File: src/sv/co2_sensor_frame_parser_defines.svh
// Assertion helpers for the sensor frame parser.
`ifndef CO2_SENSOR_FRAME_PARSER_DEFINES_SVH
`define CO2_SENSOR_FRAME_PARSER_DEFINES_SVH

// The consequent must hold in the same cycle as the antecedent.
`define CSFP_ASSERT_IMP(label, clk, rst_n, ante, cons, msg) \
    label: assert property (@(posedge clk) disable iff (!rst_n) (ante) |-> (cons)) \
        else $error(msg);

// The consequent must hold in the cycle after the antecedent.
`define CSFP_ASSERT_NEXT(label, clk, rst_n, ante, cons, msg) \
    label: assert property (@(posedge clk) disable iff (!rst_n) (ante) |=> (cons)) \
        else $error(msg);

`endif

File: src/sv/csfp_pkg.sv
package csfp_pkg;

    localparam logic [7:0]  START_BYTE = 8'hBB;
    localparam logic [7:0]  HDR_BYTE1  = 8'h66;
    localparam logic [7:0]  HDR_BYTE2  = 8'h15;
    localparam logic [7:0]  HDR_BYTE3  = 8'h02;
    localparam logic [15:0] CRC_POLY   = 16'hA001;
    localparam logic [15:0] CRC_INIT   = 16'hFFFF;
    localparam logic [7:0]  MAX_ERRORS_RESET = 8'd10;

    typedef enum logic [1:0] {
        KIND_GOOD    = 2'd0,
        KIND_HEADER  = 2'd1,
        KIND_CRC     = 2'd2,
        KIND_TIMEOUT = 2'd3
    } t_err_kind;

    typedef enum logic [2:0] {
        POS_HUNT  = 3'd0,
        POS_HDR1  = 3'd1,
        POS_HDR2  = 3'd2,
        POS_HDR3  = 3'd3,
        POS_VALLO = 3'd4,
        POS_VALHI = 3'd5,
        POS_CRCLO = 3'd6,
        POS_CRCHI = 3'd7
    } t_frame_pos;

    // One byte of CRC-16/MODBUS, reflected, LSB first.
    function automatic logic [15:0] crc_feed(input logic [15:0] acc, input logic [7:0] b);
        logic [15:0] c;
        c = acc ^ {8'h00, b};
        for (int k = 0; k < 8; k++) begin
            if (c[0]) begin
                c = (c >> 1) ^ CRC_POLY;
            end else begin
                c = c >> 1;
            end
        end
        return c;
    endfunction

endpackage

File: src/sv/co2_sensor_frame_parser.sv
// Channel   | Dir | Payload
// ----------+-----+-------------------------------------------------------
// s_axis    | in  | tdata[7:0] data_byte, tuser[0] func (1 = timeout)
// m_axis    | out | tdata[15:0] co2_value, tuser[0] valid_res,
//           |     | tuser[2:1] error_kind
// cfg       | in  | i_cfg_we, i_cfg_wdata[7:0] max_errors
//
// One request per cycle is accepted while the output is not stalled; it is registered,
// decoded, and its result (if any) lands in the output register when that register advances.
// The byte-wide CRC step between the input and result registers sets the cycle time.
// Reset is synchronous, active low; it clears the frame state and sets max_errors to 10.
// A stalled output holds the input stage; the input accepts again as soon as the output
// register drains.
`include "co2_sensor_frame_parser_defines.svh"

module co2_sensor_frame_parser
    import csfp_pkg::*;
(
    input  logic        i_clk,
    input  logic        i_rst_n,
    input  logic        i_s_axis_tvalid,
    output logic        o_s_axis_tready,
    input  logic [7:0]  i_s_axis_tdata,   // [7:0] data_byte
    input  logic        i_s_axis_tuser,   // [0] func
    output logic        o_m_axis_tvalid,
    input  logic        i_m_axis_tready,
    output logic [15:0] o_m_axis_tdata,   // [15:0] co2_value
    output logic [2:0]  o_m_axis_tuser,   // [0] valid_res, [2:1] error_kind
    input  logic        i_cfg_we,
    input  logic [7:0]  i_cfg_wdata
);

    logic        r_in_valid;
    logic        r_func;
    logic [7:0]  r_byte;

    t_frame_pos  r_pos,       n_pos;
    logic [15:0] r_crc,       n_crc;
    logic [15:0] r_value,     n_value;
    logic [7:0]  r_crc_lo,    n_crc_lo;
    logic [15:0] r_last,      n_last;
    logic [7:0]  r_err_cnt,   n_err_cnt;
    logic [7:0]  r_max_errors;

    logic        r_out_valid;
    logic [15:0] r_out_value;
    logic        r_out_ok;
    t_err_kind   r_out_kind;

    logic        n_has_res;
    logic [15:0] n_res_value;
    logic        n_res_ok;
    t_err_kind   n_res_kind;

    logic        adv;
    logic        err;
    t_err_kind   err_kind;
    logic [15:0] crc_next;
    logic [7:0]  hdr_expect;

    assign adv             = !r_out_valid || i_m_axis_tready;
    assign o_s_axis_tready = !r_in_valid || adv;

    assign crc_next = crc_feed(r_crc, r_byte);

    always_comb begin
        unique case (r_pos)
            POS_HDR1: hdr_expect = HDR_BYTE1;
            POS_HDR2: hdr_expect = HDR_BYTE2;
            default:  hdr_expect = HDR_BYTE3;
        endcase
    end

    always_comb begin
        n_pos     = r_pos;
        n_crc     = r_crc;
        n_value   = r_value;
        n_crc_lo  = r_crc_lo;
        n_last    = r_last;
        n_err_cnt = r_err_cnt;
        n_has_res = 1'b0;
        n_res_value = r_value;
        n_res_ok    = 1'b1;
        n_res_kind  = KIND_GOOD;
        err      = 1'b0;
        err_kind = KIND_TIMEOUT;

        if (r_func) begin
            err = 1'b1;
        end else begin
            unique case (r_pos)
                POS_HUNT: begin
                    if (r_byte == START_BYTE) begin
                        n_crc = crc_feed(CRC_INIT, r_byte);
                        n_pos = POS_HDR1;
                    end
                end
                POS_HDR1, POS_HDR2, POS_HDR3: begin
                    if (r_byte != hdr_expect) begin
                        err      = 1'b1;
                        err_kind = KIND_HEADER;
                    end else begin
                        n_crc = crc_next;
                        n_pos = t_frame_pos'(r_pos + 3'd1);
                    end
                end
                POS_VALLO: begin
                    n_value = {8'h00, r_byte};
                    n_crc   = crc_next;
                    n_pos   = POS_VALHI;
                end
                POS_VALHI: begin
                    n_value = {r_byte, r_value[7:0]};
                    n_crc   = crc_next;
                    n_pos   = POS_CRCLO;
                end
                POS_CRCLO: begin
                    n_crc_lo = r_byte;
                    n_pos    = POS_CRCHI;
                end
                POS_CRCHI: begin
                    if ({r_byte, r_crc_lo} != r_crc) begin
                        err      = 1'b1;
                        err_kind = KIND_CRC;
                    end else begin
                        n_last      = r_value;
                        n_err_cnt   = 8'd0;
                        n_has_res   = 1'b1;
                        n_res_value = r_value;
                        n_res_ok    = 1'b1;
                        n_res_kind  = KIND_GOOD;
                        n_pos       = POS_HUNT;
                        n_crc       = CRC_INIT;
                    end
                end
                default: begin
                    n_pos = POS_HUNT;
                end
            endcase
        end

        // Every error reports the held value until the limit is reached, then zero.
        if (err) begin
            n_has_res  = 1'b1;
            n_res_kind = err_kind;
            n_pos      = POS_HUNT;
            n_crc      = CRC_INIT;
            if (r_err_cnt < r_max_errors) begin
                n_err_cnt   = r_err_cnt + 8'd1;
                n_res_value = r_last;
                n_res_ok    = 1'b1;
            end else begin
                n_res_value = 16'd0;
                n_res_ok    = 1'b0;
            end
        end
    end

    always_ff @(posedge i_clk) begin
        if (!i_rst_n) begin
            r_in_valid   <= 1'b0;
            r_out_valid  <= 1'b0;
            r_pos        <= POS_HUNT;
            r_crc        <= CRC_INIT;
            r_value      <= 16'd0;
            r_crc_lo     <= 8'd0;
            r_last       <= 16'd0;
            r_err_cnt    <= 8'd0;
            r_max_errors <= MAX_ERRORS_RESET;
        end else begin
            if (i_cfg_we) begin
                r_max_errors <= i_cfg_wdata;
            end
            if (o_s_axis_tready) begin
                r_in_valid <= i_s_axis_tvalid;
                r_func     <= i_s_axis_tuser;
                r_byte     <= i_s_axis_tdata;
            end
            if (adv) begin
                r_out_valid <= r_in_valid && n_has_res;
                r_out_value <= n_res_value;
                r_out_ok    <= n_res_ok;
                r_out_kind  <= n_res_kind;
                if (r_in_valid) begin
                    r_pos     <= n_pos;
                    r_crc     <= n_crc;
                    r_value   <= n_value;
                    r_crc_lo  <= n_crc_lo;
                    r_last    <= n_last;
                    r_err_cnt <= n_err_cnt;
                end
            end
        end
    end

    assign o_m_axis_tvalid = r_out_valid;
    assign o_m_axis_tdata  = r_out_value;
    assign o_m_axis_tuser  = {r_out_kind, r_out_ok};

    `CSFP_ASSERT_IMP(a_invalid_is_zero, i_clk, i_rst_n, r_out_valid && !r_out_ok,
        r_out_value == 16'd0, "invalid result carries a nonzero value")
    `CSFP_ASSERT_IMP(a_good_is_valid, i_clk, i_rst_n, r_out_valid && r_out_kind == KIND_GOOD,
        r_out_ok, "good frame reported without valid")
    `CSFP_ASSERT_NEXT(a_timeout_hunts, i_clk, i_rst_n, adv && r_in_valid && r_func,
        r_pos == POS_HUNT && r_crc == CRC_INIT && r_out_valid,
        "timeout did not restart the hunt")

endmodule

File: config.mk
export PLATFORM = sky130hd
export DESIGN_NAME = co2_sensor_frame_parser
export DESIGN_NICKNAME = d
export VERILOG_FILES = /design/src/sv/csfp_pkg.sv /design/src/sv/co2_sensor_frame_parser.sv
export VERILOG_INCLUDE_DIRS = /design/src /design/src/sv
export SDC_FILE = /design/constraint.sdc
export NUM_CORES = 1
export LEC_CHECK = 0
export ABC_AREA = 1
export ABC_CLOCK_PERIOD_IN_PS = 5500
export BUFFER_PORTS_ARGS = -buffer_cell sky130_fd_sc_hd__buf_4
export CORE_MARGIN = 3
export CORE_UTILIZATION = 65
export DETAILED_ROUTE_END_ITERATION = 16
export HOLD_SLACK_MARGIN = 0.03
export PLACE_DENSITY = 0.85
export REMOVE_ABC_BUFFERS = 1
export SETUP_SLACK_MARGIN = 0.05
export SYNTH_ARGS = -nofsm -noshare
export SYNTH_HDL_FRONTEND = slang
export SYNTH_SLANG_ARGS = --single-unit
File: constraint.sdc
create_clock -name i_clk -period 5.5 [get_ports i_clk]
set_input_delay 1.1 -clock i_clk [delete_from_list [all_inputs] [get_ports i_clk]]
set_output_delay 1.1 -clock i_clk [all_outputs]
set_load 0.005 [all_outputs]
==> results.sh <==
export IMPL_status="finished, final reports clean"
export IMPL_globalRouteOverflowTotal=0
export IMPL_portBuffers=42
export IMPL_timing_max_cap_violations=0
export IMPL_clock_slew_at_reported_path_ffs_ns=0.10
export IMPL_regToRegSetupSlack_ns=2.71
export IMPL_yosys_top_cells_area="dfxtp_1 28%, edfxtp_1 16%, nand2_1 9.6%"
export IMPL_dp_final_hpwl_mm=8.61
export IMPL_power_frac_seq_pct=55.0
export IMPL_wl_per_cell_um=15.4
export IMPL_p_sw_share_pct=30.3
export IMPL_netlist_area_um2=5420
export IMPL_synth_top_area_cell="dfxtp_1"
export IMPL_postSynthRegisterBits=105
export IMPL_max_slew_worst_pin_slew_ns=1.10
export IMPL_critPathMaxStageDelay_ns=0.43
export IMPL_setup_tns_ns=0
export IMPL_cts_setup_buffers=0
export IMPL_final_net_count=739
export IMPL_cts_repair_resize_count=0
export IMPL_clock_tree_buffer_depth=2
export IMPL_fin_crit_ns=2.79
export IMPL_globalplace_congestion=0.925
export IMPL_syn_instance_count=678
export IMPL_synth_async_sr_flop_share_pct=0
export IMPL_route_vias_total=4637
export IMPL_drtIter0Drc=409
export IMPL_layout_drive_gt1_share_pct=13.1
export IMPL_syn_avg_cell_area_um2=8.00
export IMPL_max_freq_mhz=358
export IMPL_insertedDiodeCount=0
export IMPL_grt_first_pass_wirelength_mm=20.6
export IMPL_antenna_violating_nets_post_route=0
export IMPL_critical_path_slowest_cell="dfxtp_1"
export IMPL_cts_htree_levels=3
export IMPL_chipHeight_um=97.4
export IMPL_period_share_pct=50.8
export IMPL_finalSetupViolations=0
export IMPL_endpoint_kind="flip-flop"
export IMPL_share_comb_of_total_power_pct=15.7
export IMPL_tritoncts="yes"
export IMPL_yosys_area_top_type_share_pct=28.4
export IMPL_arrival_ns=2.89
export IMPL_final_hold_violation_count=0
export IMPL_crit_fanout=21
export IMPL_synth_edff_count=28
export IMPL_latest_clock_arrival_within_the_worst_skew_pair_ns=0.37
export IMPL_fp_dieArea_um2=9480
export IMPL_top_level_ports=43
export IMPL_number_of_distinct_library_cell_variants_in_the_gate_level_netlist_after_synthesis=40
export IMPL_die_x_um=97.4
export IMPL_crit_reg2reg_capture="o_m_axis_tdata[12]"
export IMPL_antenna_found_initial=0
export IMPL_avgViaCountPerCell=5.75
export IMPL_hold_class="reg2reg"
export IMPL_floorplan_initialDensity_pct=68.4
export IMPL_cts_made_buffers=9
export IMPL_worst_setup_path_start_kind="flip-flop"
export IMPL_pwr_share_clk_pct=29.3
export IMPL_hp_start="r_crc_lo[0]"
export IMPL_ff2ff_path_depth=13
export IMPL_rows=32
export IMPL_largest_voltage_drop_on_the_vdd_net_uv=199
export IMPL_grt_max_degree=44
export IMPL_grt_usage_pct=26.4
export IMPL_area_inside_the_core_boundary_um2=7930
export IMPL_powerDensity_nw_per_um2=267
export IMPL_worst_ep_required_time_ns=5.60
export IMPL_final_max_slew_violation_count=0
export IMPL_p_leak_nw=2.44
export IMPL_cts_hold_buffers=0
export IMPL_syn_to_final_growth_pct=7.82
export IMPL_post_synth_most_frequent_cells="138 x nand2_1, 77 x dfxtp_1, 71 x inv_1"
export IMPL_postSynth_topFlopCell="dfxtp_1"
export IMPL_count_of_tritonroute_iterations_in_the_first_routing_pass=5
export IMPL_grt_pass1_vias=4305
export IMPL_sw_pwr_mw=0.474
export IMPL_crit_cells=13
export IMPL_fillers=609
export IMPL_cts_sink_count=105
export IMPL_crit_family="simple AND/OR/NAND/NOR gates"
export IMPL_syn_warnings=0
export IMPL_grt_setup_unrepaired="no"
export IMPL_totalWireLength_mm=12.4
export IMPL_yosys_cell_count_top_type="nand2_1"
export IMPL_internal_power_mw=1.09
export IMPL_multi_input_comb_area_um2=2510
export IMPL_cts_root_buffer_cell="clkbuf_8"
export IMPL_path_cells="inv_1 > ha_1 > o21ai_2 > xor2_1 > nand2_1 > nor2_1 > nor2_2 > nor2_4 > nand2_2 > nand2_2 > inv_2 > nand2_1 > o21ai_0"
export IMPL_path_buf_inv=2
export IMPL_postLayoutCoreUtil_pct=73.8
export IMPL_drcViolationCount=0
export IMPL_layout_area_seq_um2=2380
export IMPL_slew_headroom_pct=26.3
export IMPL_hold_path_endpoint="r_crc_lo[0]"
export IMPL_timing_clock_skew_ns=0.0133
export IMPL_synth_sequential_area_ratio_pct=43.9
export IMPL_timing_rr_start="r_pos[0]"
export IMPL_crit_type="reg2reg"
export IMPL_hold_path_cell_count=2
==> worst max-delay path by stage <==
stage,startpoint,endpoint
2_1_floorplan,i_rst_n,o_m_axis_tdata[0]
3_3_place_gp,i_m_axis_tready,r_last[13]
3_5_place_dp,i_m_axis_tready,r_last[8]
4_1_cts,r_pos[0],o_m_axis_tdata[12]
5_1_grt,r_pos[0],o_m_axis_tdata[12]
6_report,r_pos[0],o_m_axis_tdata[12]
==> layout by cell type (no fill, tap or decap), drive strengths merged <==
cell / count
dfxtp: 77
nand3b: 3
nor2: 53
nor3: 5
o211ai: 3
xnor2: 23
buf: 44
clkinv: 5
nand2: 146
clkbuf: 9
a211oi: 24
o21ai: 51
ha: 18
clkinvlp: 1
a31oi: 7
nand4: 7
nand3: 46
a41oi: 1
or2: 3
edfxtp: 28
xor2: 12
o2111ai: 4
a21oi: 50
inv: 83
a22oi: 1
==> kinds of logic (layout without fill, tap and decap cells) <==
family,count (synthesis),in the layout,synth area share (%)
and+or+nand+nor,263,263,21.6
AOI/OAI and AO/OA,141,141,14.9
buffers and inverters,116,142,9.80
DFF,105,105,43.9
xor gates and xnor gates,35,35,5.65
adders and majority gates,18,18,4.15
==> final cells by class <==
type	instances	share of cell area (%)
inverter	82	5.33
tap	102	2.18
clock buffer	9	2.12
timing repair buffer	44	5.65
multi-input combinational	457	42.9
sequential	105	40.7
clock inverter	7	1.07
==> flip-flops by register name, indices dropped and copies added (netlist names), 8 cells and up <==
| signal | cells |
|---|---|
| r_last | 16 |
| o_m_axis_tdata | 16 |
| r_byte | 8 |
| r_max_errors | 8 |
| r_crc | 16 |
| r_value | 16 |
| r_err_cnt | 8 |
| r_crc_lo | 8 |
==> layer usage <==
layer | part of all wire [%] | GRT usage (%)
met5 | 0 | 0
met4 | 2.3 | 9.58
met3 | 6.2 | 3.59
met2 | 47 | 42.6
met1 | 44 | 36.4
==> worst min-delay path, delay by kind of cell, from the launching register on <==
kind	cells	cell delay [ns]
AOI/OAI and AO/OA	1	0.05
DFF	1	0.33
buffers and inverters	1	0.05
==> power groups by stage <==
| stage | clock network (mW) | logic [mW] | registers, mW |
|---|---|---|---|
| after floorplan | 0 | 0.167 | 0.864 |
| after global placement | 0 | 0.232 | 0.874 |
| after detailed placement | 0 | 0.241 | 0.875 |
| after CTS | 0.461 | 0.243 | 0.857 |
| after global routing | 0.492 | 0.274 | 0.862 |
| final | 0.458 | 0.245 | 0.859 |
==> through the flow <==
step	setup slack (ns)	std cells	hold WS [ns]	area [um2]	total power [mW]
after detailed placement	2.42	790	0.453	5660	1.12
after CTS	2.72	806	0.468	5850	1.56
after floorplan	2.32	644	0.436	5200	1.03
final	2.71	806	0.469	5850	1.56
after global placement	2.64	790	0.445	5660	1.11
after global routing	2.42	806	0.491	5850	1.63
Power figures use the tool's default switching activity.
